**src/design/tcptr_pkg.sv**
```systemverilog
// Package for the two-class periodic task release core.
// Holds the item structs, the register index codes, the reset rates and the sequencer states.
// No dependencies.
package tcptr_pkg;

  localparam int MAX_CONTROL    = 3;
  localparam int MAX_BACKGROUND = 5;
  localparam int TICK_WIDTH     = 32;
  localparam int RATE_W         = 16;
  localparam int CFG_IDX_W      = 3;

  // Register index codes: first control rate, first background rate
  localparam logic [CFG_IDX_W-1:0] CFG_CTL_RATE_0 = 3'd0;
  localparam logic [CFG_IDX_W-1:0] CFG_BG_RATE_0  = 3'd3;

  localparam logic [RATE_W-1:0] CTL_RATE_RESET [MAX_CONTROL] = '{16'd10, 16'd10, 16'd10};
  localparam logic [RATE_W-1:0] BG_RATE_RESET [MAX_BACKGROUND] =
    '{16'd5, 16'd20, 16'd20, 16'd10, 16'd100};

  typedef struct packed {
    logic [31:0] control_tick;
    logic [31:0] background_tick;
  } in_item_t;

  typedef struct packed {
    logic [2:0] control_fire_mask;
    logic       background_fired;
    logic [2:0] background_index;
  } out_item_t;

  typedef enum logic [1:0] {
    ST_IDLE,
    ST_CTL,
    ST_BG,
    ST_DONE
  } seq_state_e;

endpackage

```
**src/design/two_class_periodic_task_release_core.sv**
```systemverilog
// Top level of the two-class periodic task release core.
// Depends on tcptr_pkg for item structs, register codes, reset rates and states.
//
//   port group   direction  handshake              payload
//   in_*         in         in_valid_i/in_ready_o  tcptr_pkg::in_item_t (two tick stamps)
//   out_*        out        out_valid_o/out_ready_i tcptr_pkg::out_item_t (fire mask, bg index)
//   cfg_*        in         cfg_we_i (no wait)     cfg_idx_i, cfg_data_i (rate registers)
//
// One pass runs from the accepting edge through ST_CTL, ST_BG and ST_DONE to the output register;
// the background scan covers k tasks, where k is 1..N_BACKGROUND (the scan stops at the first due
// background task). The next item is taken only once the sequencer is back in ST_IDLE. The pass
// is run by the single subtract-and-compare unit, which checks one task per cycle while the
// sequencer is in ST_CTL or ST_BG.
// Reset clears the last-release stamps to zero and loads the default rates.
// in_ready_o is high only while the sequencer is idle; a waiting result in the output
// register does not block the next item, but a finished pass holds until that register frees.
module two_class_periodic_task_release_core #(
  parameter int N_CONTROL    = tcptr_pkg::MAX_CONTROL,
  parameter int N_BACKGROUND = tcptr_pkg::MAX_BACKGROUND,
  parameter int TICK_WIDTH   = tcptr_pkg::TICK_WIDTH
) (
  input  logic                               clk_i,
  input  logic                               rst_ni,
  input  logic                               in_valid_i,
  output logic                               in_ready_o,
  input  tcptr_pkg::in_item_t                in_data_i,
  output logic                               out_valid_o,
  input  logic                               out_ready_i,
  output tcptr_pkg::out_item_t               out_data_o,
  input  logic                               cfg_we_i,
  input  logic [tcptr_pkg::CFG_IDX_W-1:0]    cfg_idx_i,
  input  logic [tcptr_pkg::RATE_W-1:0]       cfg_data_i
);

  localparam int RW    = tcptr_pkg::RATE_W;
  localparam int CW    = (N_CONTROL > 1) ? $clog2(N_CONTROL) : 1;
  localparam int BW    = (N_BACKGROUND > 1) ? $clog2(N_BACKGROUND) : 1;
  localparam int SW    = (CW > BW) ? CW : BW;
  localparam int CMP_W = (TICK_WIDTH > RW) ? TICK_WIDTH : RW;

  // Rate registers and last-release stamps, one entry per existing task
  logic [RW-1:0]         ctl_rate_q [N_CONTROL];
  logic [RW-1:0]         bg_rate_q  [N_BACKGROUND];
  logic [TICK_WIDTH-1:0] ctl_last_q [N_CONTROL];
  logic [TICK_WIDTH-1:0] bg_last_q  [N_BACKGROUND];

  // Pass context
  logic [TICK_WIDTH-1:0] ctl_tick_q;
  logic [TICK_WIDTH-1:0] bg_tick_q;
  logic [SW-1:0]         step_q;
  logic [N_CONTROL-1:0]  mask_q;
  logic                  bg_fired_q;
  logic [SW-1:0]         bg_idx_q;

  // Output register
  logic                  out_valid_q;
  tcptr_pkg::out_item_t  out_q;

  tcptr_pkg::seq_state_e state_q, state_d;

  // Shared subtract-and-compare unit
  logic [CW-1:0]         ctl_sel;
  logic [BW-1:0]         bg_sel;
  logic [TICK_WIDTH-1:0] now_w;
  logic [TICK_WIDTH-1:0] last_w;
  logic [RW-1:0]         rate_w;
  logic [TICK_WIDTH-1:0] elapsed_w;
  logic                  due_w;

  logic                  in_fire;
  logic                  ctl_last_step;
  logic                  bg_last_step;
  logic                  out_load;

  assign ctl_sel   = step_q[CW-1:0];
  assign bg_sel    = step_q[BW-1:0];
  assign now_w     = (state_q == tcptr_pkg::ST_CTL) ? ctl_tick_q : bg_tick_q;
  assign last_w    = (state_q == tcptr_pkg::ST_CTL) ? ctl_last_q[ctl_sel] : bg_last_q[bg_sel];
  assign rate_w    = (state_q == tcptr_pkg::ST_CTL) ? ctl_rate_q[ctl_sel] : bg_rate_q[bg_sel];
  // Difference wraps modulo 2^TICK_WIDTH by the width of the subtraction
  assign elapsed_w = now_w - last_w;
  assign due_w     = CMP_W'(elapsed_w) >= CMP_W'(rate_w);

  assign in_ready_o    = (state_q == tcptr_pkg::ST_IDLE);
  assign in_fire       = in_valid_i && in_ready_o;
  assign ctl_last_step = (step_q == SW'(N_CONTROL - 1));
  assign bg_last_step  = (step_q == SW'(N_BACKGROUND - 1));

  // Sequencer: advance through control tasks, then background tasks until one is due or the last is checked
  always_comb begin
    state_d  = state_q;
    out_load = 1'b0;
    unique case (state_q)
      tcptr_pkg::ST_IDLE: begin
        if (in_fire) begin
          state_d = tcptr_pkg::ST_CTL;
        end
      end
      tcptr_pkg::ST_CTL: begin
        if (ctl_last_step) begin
          state_d = tcptr_pkg::ST_BG;
        end
      end
      tcptr_pkg::ST_BG: begin
        if (due_w || bg_last_step) begin
          state_d = tcptr_pkg::ST_DONE;
        end
      end
      tcptr_pkg::ST_DONE: begin
        // Hold the finished pass until the output register is free
        if (!out_valid_q || out_ready_i) begin
          out_load = 1'b1;
          state_d  = tcptr_pkg::ST_IDLE;
        end
      end
      default: state_d = tcptr_pkg::ST_IDLE;
    endcase
  end

  always_ff @(posedge clk_i or negedge rst_ni) begin
    if (!rst_ni) begin
      state_q <= tcptr_pkg::ST_IDLE;
    end else begin
      state_q <= state_d;
    end
  end

  // Rate registers: writes to indices of absent tasks or beyond the list drop
  always_ff @(posedge clk_i or negedge rst_ni) begin
    if (!rst_ni) begin
      for (int i = 0; i < N_CONTROL; i++) begin
        ctl_rate_q[i] <= tcptr_pkg::CTL_RATE_RESET[i];
      end
      for (int i = 0; i < N_BACKGROUND; i++) begin
        bg_rate_q[i] <= tcptr_pkg::BG_RATE_RESET[i];
      end
    end else if (cfg_we_i) begin
      for (int i = 0; i < N_CONTROL; i++) begin
        if (cfg_idx_i == tcptr_pkg::CFG_CTL_RATE_0 + tcptr_pkg::CFG_IDX_W'(i)) begin
          ctl_rate_q[i] <= cfg_data_i;
        end
      end
      for (int i = 0; i < N_BACKGROUND; i++) begin
        if (cfg_idx_i == tcptr_pkg::CFG_BG_RATE_0 + tcptr_pkg::CFG_IDX_W'(i)) begin
          bg_rate_q[i] <= cfg_data_i;
        end
      end
    end
  end

  // Last-release stamps: record the pass tick for each released task
  always_ff @(posedge clk_i or negedge rst_ni) begin
    if (!rst_ni) begin
      for (int i = 0; i < N_CONTROL; i++) begin
        ctl_last_q[i] <= '0;
      end
      for (int i = 0; i < N_BACKGROUND; i++) begin
        bg_last_q[i] <= '0;
      end
    end else begin
      if (state_q == tcptr_pkg::ST_CTL && due_w) begin
        ctl_last_q[ctl_sel] <= ctl_tick_q;
      end
      if (state_q == tcptr_pkg::ST_BG && due_w) begin
        bg_last_q[bg_sel] <= bg_tick_q;
      end
    end
  end

  // Pass context: tick stamps, step counter and accumulated result
  always_ff @(posedge clk_i or negedge rst_ni) begin
    if (!rst_ni) begin
      ctl_tick_q <= '0;
      bg_tick_q  <= '0;
      step_q     <= '0;
      mask_q     <= '0;
      bg_fired_q <= 1'b0;
      bg_idx_q   <= '0;
    end else begin
      unique case (state_q)
        tcptr_pkg::ST_IDLE: begin
          if (in_fire) begin
            ctl_tick_q <= in_data_i.control_tick[TICK_WIDTH-1:0];
            bg_tick_q  <= in_data_i.background_tick[TICK_WIDTH-1:0];
            step_q     <= '0;
            mask_q     <= '0;
            bg_fired_q <= 1'b0;
            bg_idx_q   <= '0;
          end
        end
        tcptr_pkg::ST_CTL: begin
          if (due_w) begin
            mask_q[ctl_sel] <= 1'b1;
          end
          step_q <= ctl_last_step ? '0 : step_q + SW'(1);
        end
        tcptr_pkg::ST_BG: begin
          if (due_w) begin
            bg_fired_q <= 1'b1;
            bg_idx_q   <= step_q;
          end else if (!bg_last_step) begin
            step_q <= step_q + SW'(1);
          end
        end
        tcptr_pkg::ST_DONE: begin
          step_q <= step_q;
        end
        default: step_q <= '0;
      endcase
    end
  end

  // Output register
  always_ff @(posedge clk_i or negedge rst_ni) begin
    if (!rst_ni) begin
      out_valid_q <= 1'b0;
    end else if (out_load) begin
      out_valid_q <= 1'b1;
    end else if (out_ready_i) begin
      out_valid_q <= 1'b0;
    end
  end

  always_ff @(posedge clk_i) begin
    if (out_load) begin
      out_q.control_fire_mask <= 3'(mask_q);
      out_q.background_fired  <= bg_fired_q;
      out_q.background_index  <= 3'(bg_idx_q);
    end
  end

  assign out_valid_o = out_valid_q;
  assign out_data_o  = out_q;

endmodule
```
**config.mk**
```make
export PLATFORM = sky130hd
export DESIGN_NAME = two_class_periodic_task_release_core
export DESIGN_NICKNAME = d
export VERILOG_FILES = /design/src/design/tcptr_pkg.sv /design/src/design/two_class_periodic_task_release_core.sv
export SDC_FILE = /design/constraint.sdc
export NUM_CORES = 1
export LEC_CHECK = 0
export BUFFER_PORTS_ARGS = -buffer_cell sky130_fd_sc_hd__buf_2
export CAP_MARGIN = 25
export CORE_MARGIN = 1
export CORE_UTILIZATION = 60
export DETAILED_ROUTE_END_ITERATION = 10
export PLACE_DENSITY_LB_ADDON = 0.15
export SYNTH_ARGS = -nofsm -noshare
export SYNTH_HDL_FRONTEND = slang
export SYNTH_SLANG_ARGS = --single-unit
```
**constraint.sdc**
```tcl
create_clock -name clk_i -period 10.2 [get_ports clk_i]
set_input_delay 1.02 -clock clk_i [delete_from_list [all_inputs] [get_ports clk_i]]
set_output_delay 1.02 -clock clk_i [all_outputs]
set_load 0.1 [all_outputs]
```
==> impl_metrics.toml, run 1 <==
[logic_synthesis]
synth_area_leaders = "dfrtp_1, mux2_2, mux2i_1"
ys_ff_latch = 468
synth.net_count = 2019
synthCells = 1875
ys_warn_count = 0
syn_area_per_cell_um2 = 12.40
yosysTopAreaCellShare_pct = 47.80
synth_edf_count = 7
ys_seq_area_share_pct = 50.62
synth_largest_area_cell = "dfrtp_1"
async_reset_ff_share_pct = 98.50
ys.flop_type = "dfrtp_1"
synth_area_um2 = 23250
yosysUniqueCellTypes = 73

[cts]
clock_latency_ns = 0.60
cts_resized = 0
root_buffer = "clkbuf_16"
clk_pin_slew_ns = 0.06
cts_made_buffers = 49
ctsHoldBuffers = 0
cts_tree = "built"
cts_max_level = 2
cts.sinks = 468
cts_setup_buffers = 0
cts_buffer_depth = 3

[worst_setup_path]
timing.critical_path.slowest_stage_cell = "dfrtp_4"
start_kind = "flip-flop"
r2r_start = "bg_sel[0]"
critPathMaxFanout = 45
cp-end-kind = "flip-flop"
critPathMostFrequentCell = "buf_4"
cp.arrival_ns = 8.43
crit_start = "bg_sel[0]"
crit_required_ns = 10.67
slowest_delay_ns = 0.92
critPathKind = "flip-flop to flip-flop"

[timing]
min_period_over_period_pct = 78.00
fmax_mhz = 125.7
hold_viol_final = 0
clock_skew_ns = 0.01745
grt_setup_unrepaired = "false"
slew_headroom_pct = 32.20
tightestPinTransition_ns = 1.016
drv_slew = 0
period_minus_slack_ns = 7.956
setup_tns_ns = 0
setup_viol = 0

[worst_hold_path]
hold_start = "bg_fired_q"
min_path_type = "flip-flop to flip-flop"

[global_route]
grt_pass1_vias = 16070
antenna_found_initial = 0
globalRouteMet1Util_pct = 41.25
gr-max-usage-layer = "met2"
globalRouteMet3Util_pct = 4.697
grtUsageMet2_pct = 48.72
grt_max_degree = 176
grt_usage_pct = 30.02
grt_overflow = 0
grt_pass1_wl_um = 91140

[detailed_routing]
drc = 0
ant_nets = 0
wl_um = 56940
first_pass_iters = 5
wire_per_inst_um = 22.81
avgViaCountPerCell = 6.219
vias = 15520
drt-initial-drc-count = 834

[placed_design]
port_buffers = 96
hpwl_um = 38040
gp_congestion = 0.9988

[run]
maxCapViolations = 0

[floorplan]
start_util_pct = 61.28
io_pins = 97
core-area_um2 = 37930
die_h_um = 198.8
dieArea_um2 = 39540
die_w_um = 198.8
rows = 71

[final_layout]
drive_gt1_share_pct = 36.52
insertedDiodeCount = 0
utilization_pct = 68.75
final_common_cell = "mux2_2"
layout.nets = 2088
area_growth_pct = 12.19
fill_cells = 2821
final_cell_mix = "mux2_2, dfrtp_1, nand2_1"

[power_and_ir_drop]
leakagePower_uw = 0.01123
fin_total_pwr_uw = 10150
p_per_area_nw_per_um2 = 389.3
peakVddDrop_uv = 204.8

[run_status]
outcome = "finished clean"
-- path summary, 6_finish.rpt --
kind	end	slack (ns)	cells after the start
max reg2reg	bg_last_q[73]	2.24	27
min reg2reg	out_data_o[3]	0.45	0
max	bg_last_q[73]	2.24	27
min in group asynchronous	ctl_last_q[51]	0.50	1
min	out_data_o[3]	0.45	0
max in group asynchronous	bg_rate_q[27]	7.69	4
-- critical path, delay by kind of cell, from the launching register on --
family	cells	cell delay (ns)
adder cells (fa/ha/maj)	3	0.89
multiplexers	1	0.37
AND/OR/NAND/NOR	8	2.00
buffers and inverters	5	1.56
XOR/XNOR	1	0.18
flip-flops	1	0.92
AO/OA/AOI/OAI	9	1.89
-- cell usage after synthesis (4+ instances only) --
| library cell | number |
|---|---|
| a211oi_1 | 5 |
| a21o_1 | 7 |
| a21oi_1 | 50 |
| a221o_1 | 44 |
| a221oi_1 | 4 |
| a22oi_1 | 5 |
| and2_1 | 7 |
| and3_1 | 4 |
| buf_1 | 8 |
| buf_2 | 20 |
| buf_4 | 6 |
| buf_6 | 4 |
| clkbuf_1 | 77 |
| dfrtp_1 | 444 |
| dfstp_2 | 17 |
| edfxtp_1 | 7 |
| ha_1 | 55 |
| inv_1 | 15 |
| mux2_1 | 20 |
| mux2_2 | 462 |
| mux2i_1 | 101 |
| nand2_1 | 145 |
| nand2b_1 | 10 |
| nand3_1 | 18 |
| nand4_1 | 12 |
| nor2_1 | 37 |
| nor2_2 | 4 |
| nor2b_1 | 8 |
| nor3_1 | 13 |
| nor4_1 | 6 |
| o211a_1 | 4 |
| o211ai_1 | 54 |
| o21a_1 | 6 |
| o21ai_0 | 117 |
| o221ai_1 | 4 |
| o22ai_1 | 5 |
| xnor2_1 | 12 |
| xor2_1 | 7 |
-- flip-flops by register name, summed over array words and instances (netlist names), 7 cells and up --
| register | flops |
|---|---|
| bg_last_q | 160 |
| ctl_last_q | 96 |
| bg_rate_q | 80 |
| ctl_rate_q | 48 |
| bg_tick_q | 32 |
| ctl_tick_q | 32 |
| out_data_o | 7 |
-- layout make-up --
class	count	area (µm²)	area share (%)
multi-input combinational	1277	11030	42.28
tap	511	639.4	2.452
sequential	468	11770	45.14
timing repair buffer	133	882.1	3.382
clock inverter	21	241.5	0.9259
clock buffer	71	1461	5.604
inverter	15	56.30	0.2159
-- routing by layer --
metal / up-vias / wire length (µm)
li1: 7069 / -
met5: - / 0
met3: 84 / 2749
met4: 0 / 1467
met2: 399 / 27140
met1: 7970 / 25590
-- stage by stage --
step	area, µm²	setup WS [ns]	std cells	hold WS (ns)
6_report	26080	2.244	2496	0.4474
5_1_grt	26080	1.840	2496	0.4571
4_1_cts	26010	2.338	2493	0.4429
3_5_place_dp	24310	2.339	2401	0.4298
3_3_place_gp	24200	1.852	2394	0.4312
2_1_floorplan	23250	3.452	1875	0.4186
-- report_power, final --
group | switching (µW) | internal, µW
clock network | 743 | 1120
registers | 563 | 2600
logic | 2880 | 2240
total | 4180 | 5970
-- cell families (layout without fill, tap and decap cells) --
group	after synthesis	in the layout	synth area share (%)
buf+inv	130	240	2.433
mux	584	584	27.79
compound gates	337	337	9.764
flops	468	468	50.62
fa+ha+maj	56	56	3.046
simple gates	281	281	5.625
xor+xnor	19	19	0.7159
Power figures use the tool's default switching activity.
==> run 2: changes to the inputs <==
CORE_UTILIZATION = 56   (was 60)
clock period = 6.6 ns   (was 10.2 ns; I/O delays follow)
==> run 2 against run 1 <==
Compared with the run above: clock power is 46% higher; combinational power increased by 63%; flip-flop and latch count stayed put; sequential share of layout area down 0.79 points; setup slack got worse by 2.0 ns; sequential power rose by 53%; power is 57% higher; routed wire length is 3.8% higher; first-iteration DRC count is 33% higher; global-route usage shrank 1.5 points; core utilization fell by 3.9 points; non-clock buffer count rose by 47; critical endpoint is now ctl_last_q[51]; largest cell class unchanged; largest power group unchanged; highest routed layer unchanged.
==> impl_metrics.toml, run 2 (same netlist as run 1, synthesis figures left out) <==
[timing]
hold_viol_final = 0
period_minus_slack_ns = 6.315
fmax_mhz = 158.4
setup_tns_ns = 0
slew_headroom_pct = 30.18
worst_slack_ns = 0.2854
hold_slack_ns = 0.1279
min_period_over_period_pct = 95.68
drv_slew = 0
clock_skew_ns = 0.02949
tightestPinTransition_ns = 1.047
grt_setup_unrepaired = "false"
setup_viol = 0

[detailed_routing]
first_pass_iters = 5
vias = 15770
avgViaCountPerCell = 6.155
ant_nets = 0
drt-initial-drc-count = 1106
drc = 0
wl_um = 59070
wire_per_inst_um = 23.06

[final_layout]
design_area_um2 = 26550
regMostFlops = "bg_last_q"
top_regs = "bg_last_q (160), ctl_last_q (96), bg_rate_q (80)"
drive_gt1_share_pct = 37.80
utilization_pct = 64.87
layout.nets = 2135
area_growth_pct = 14.20
final_cell_mix = "mux2_2, dfrtp_1, nand2_1"
final_common_cell = "mux2_2"
largest_reg_flops = 160

[placed_design]
dp_slack_ns = 0.1329
hpwl_um = 39770
place_area_um2 = 24770
gp_congestion = 0.8815
port_buffers = 96

[cts]
cts_buffer_depth = 3
cts_made_buffers = 49
cts_max_level = 2
root_buffer = "clkbuf_16"
cts.sinks = 468
clock_latency_ns = 0.62
ctsHoldBuffers = 0
cts_tree = "built"
clk_pin_slew_ns = 0.06

[global_route]
grt_overflow = 0
globalRouteMet1Util_pct = 38.98
grt_pass1_vias = 16210
antenna_found_initial = 1
grtUsageMet2_pct = 47.01
grt_usage_pct = 28.48
gr-max-usage-layer = "met2"
grt_max_degree = 179
grt_pass1_wl_um = 92250
globalRouteMet3Util_pct = 4.340

[worst_setup_path]
reg2reg_depth = 27
critPathMaxFanout = 23
timing.rr.end = "ctl_last_q[51]"
cp-end-kind = "flip-flop"
critPathKind = "flip-flop to flip-flop"
crit_required_ns = 7.08
crit_start = "bg_sel[0]"
crit_end = "ctl_last_q[51]"
r2r_slack_ns = 0.29
start_kind = "flip-flop"
r2r_start = "bg_sel[0]"
cp.arrival_ns = 6.79

[floorplan]
start_util_pct = 56.80
die_h_um = 205.7
core-area_um2 = 40920
dieArea_um2 = 42330
io_pins = 97
rows = 74
die_w_um = 205.7

[power_and_ir_drop]
clkPwrFrac_pct = 17.2
peakVddDrop_uv = 333.7
power_frac_seq_pct = 30.5
power.switching_uw = 6564
p_per_area_nw_per_um2 = 599.7
leakagePower_uw = 0.01145
swShare_pct = 41.23
p_int_uw = 9355
combinationalPowerShare_pct = 52.3

[run]
maxCapViolations = 0

[worst_hold_path]
min_path_type = "input port to async pin"

[run_status]
outcome = "finished clean"
==> run 2: changes by cell type in the layout (fill, tap and decap cells not counted), sizes merged <==
| cell | previous run | this run |
|---|---|---|
| buf | 133 | 180 |
| bufinv | 5 | 2 |
| clkinv | 14 | 11 |
| clkbuf | 71 | 73 |
| clkinvlp | 0 | 2 |
| diode | 0 | 1 |
| inv | 17 | 16 |
==> run 2: how the worst min path moves through the flow <==
stage	from	to	slack [ns]	depth (start not counted)
final	rst_ni	bg_tick_q[19]	0.13	1
after global routing	rst_ni	ctl_tick_q[19]	0.20	1
after CTS	rst_ni	bg_tick_q[19]	0.16	1
after detailed placement	mask_q[1]	out_data_o[5]	0.43	0
after global placement	mask_q[0]	out_data_o[4]	0.42	0
after floorplan	rst_ni	bg_fired_q	0.36	0
==> run 2: layer usage <==
metal  routed length, µm  up-vias
li1                    -     7148
met1               26320     8164
met2               28790      370
met3                2713       88
met4                1258        0
met5                   0        -
==> run 2: metrics by stage <==
step	cells	total power (µW)
after CTS	2550	15820
final	2562	15920
after detailed placement	2461	13010
after global routing	2561	17020
after floorplan	1875	10470
after global placement	2452	12790
==> run 2: cell type report <==
type	count	area, µm²
repair buffers	180	1378
clock inverters	16	186.4
well taps	532	665.6
clock buffers	73	1426
fillers	3138	14380
diodes	1	2.502
multi-input cells	1277	11060
inverters	15	56.30
flip-flops and latches	468	11770
==> run 2: power by group through the flow <==
stage	Combinational (µW)	Sequential (µW)	Clock, µW
finish	8330	4860	2730
global route	9100	5020	2910
global placement	7960	4830	0
floorplan	5790	4680	0
CTS	8170	4850	2790
detailed placement	8110	4890	0
==> run 2: worst max-delay path: stages, from the launching register on <==
cell,delay (ns)
dfrtp_4,0.57
nor3_2,0.23
buf_6,0.17
buf_4,0.22
nand2_1,0.07
o21ai_0,0.08
a221o_1,0.13
o21ai_0,0.11
ha_1,0.34
and2_1,0.22
nand3_1,0.11
a2111o_1,0.46
nand3_1,0.19
xor2_1,0.23
ha_1,0.28
a21o_1,0.18
a21o_1,0.17
a22oi_1,0.13
o221ai_1,0.13
nor4_1,0.23
nand4_1,0.12
or4_4,0.51
nor4b_4,0.27
buf_12,0.18
buf_6,0.18
nor2_4,0.12
buf_12,0.20
mux2_2,0.29
==> run 2: what timing repair did <==
action | 4_1_cts | 5_1_grt
endpoints found under the hold margin | 0 | 0
resized for setup | 0 | 13
buffers inserted | 0 | 9
endpoints found under the setup margin | 0 | 172
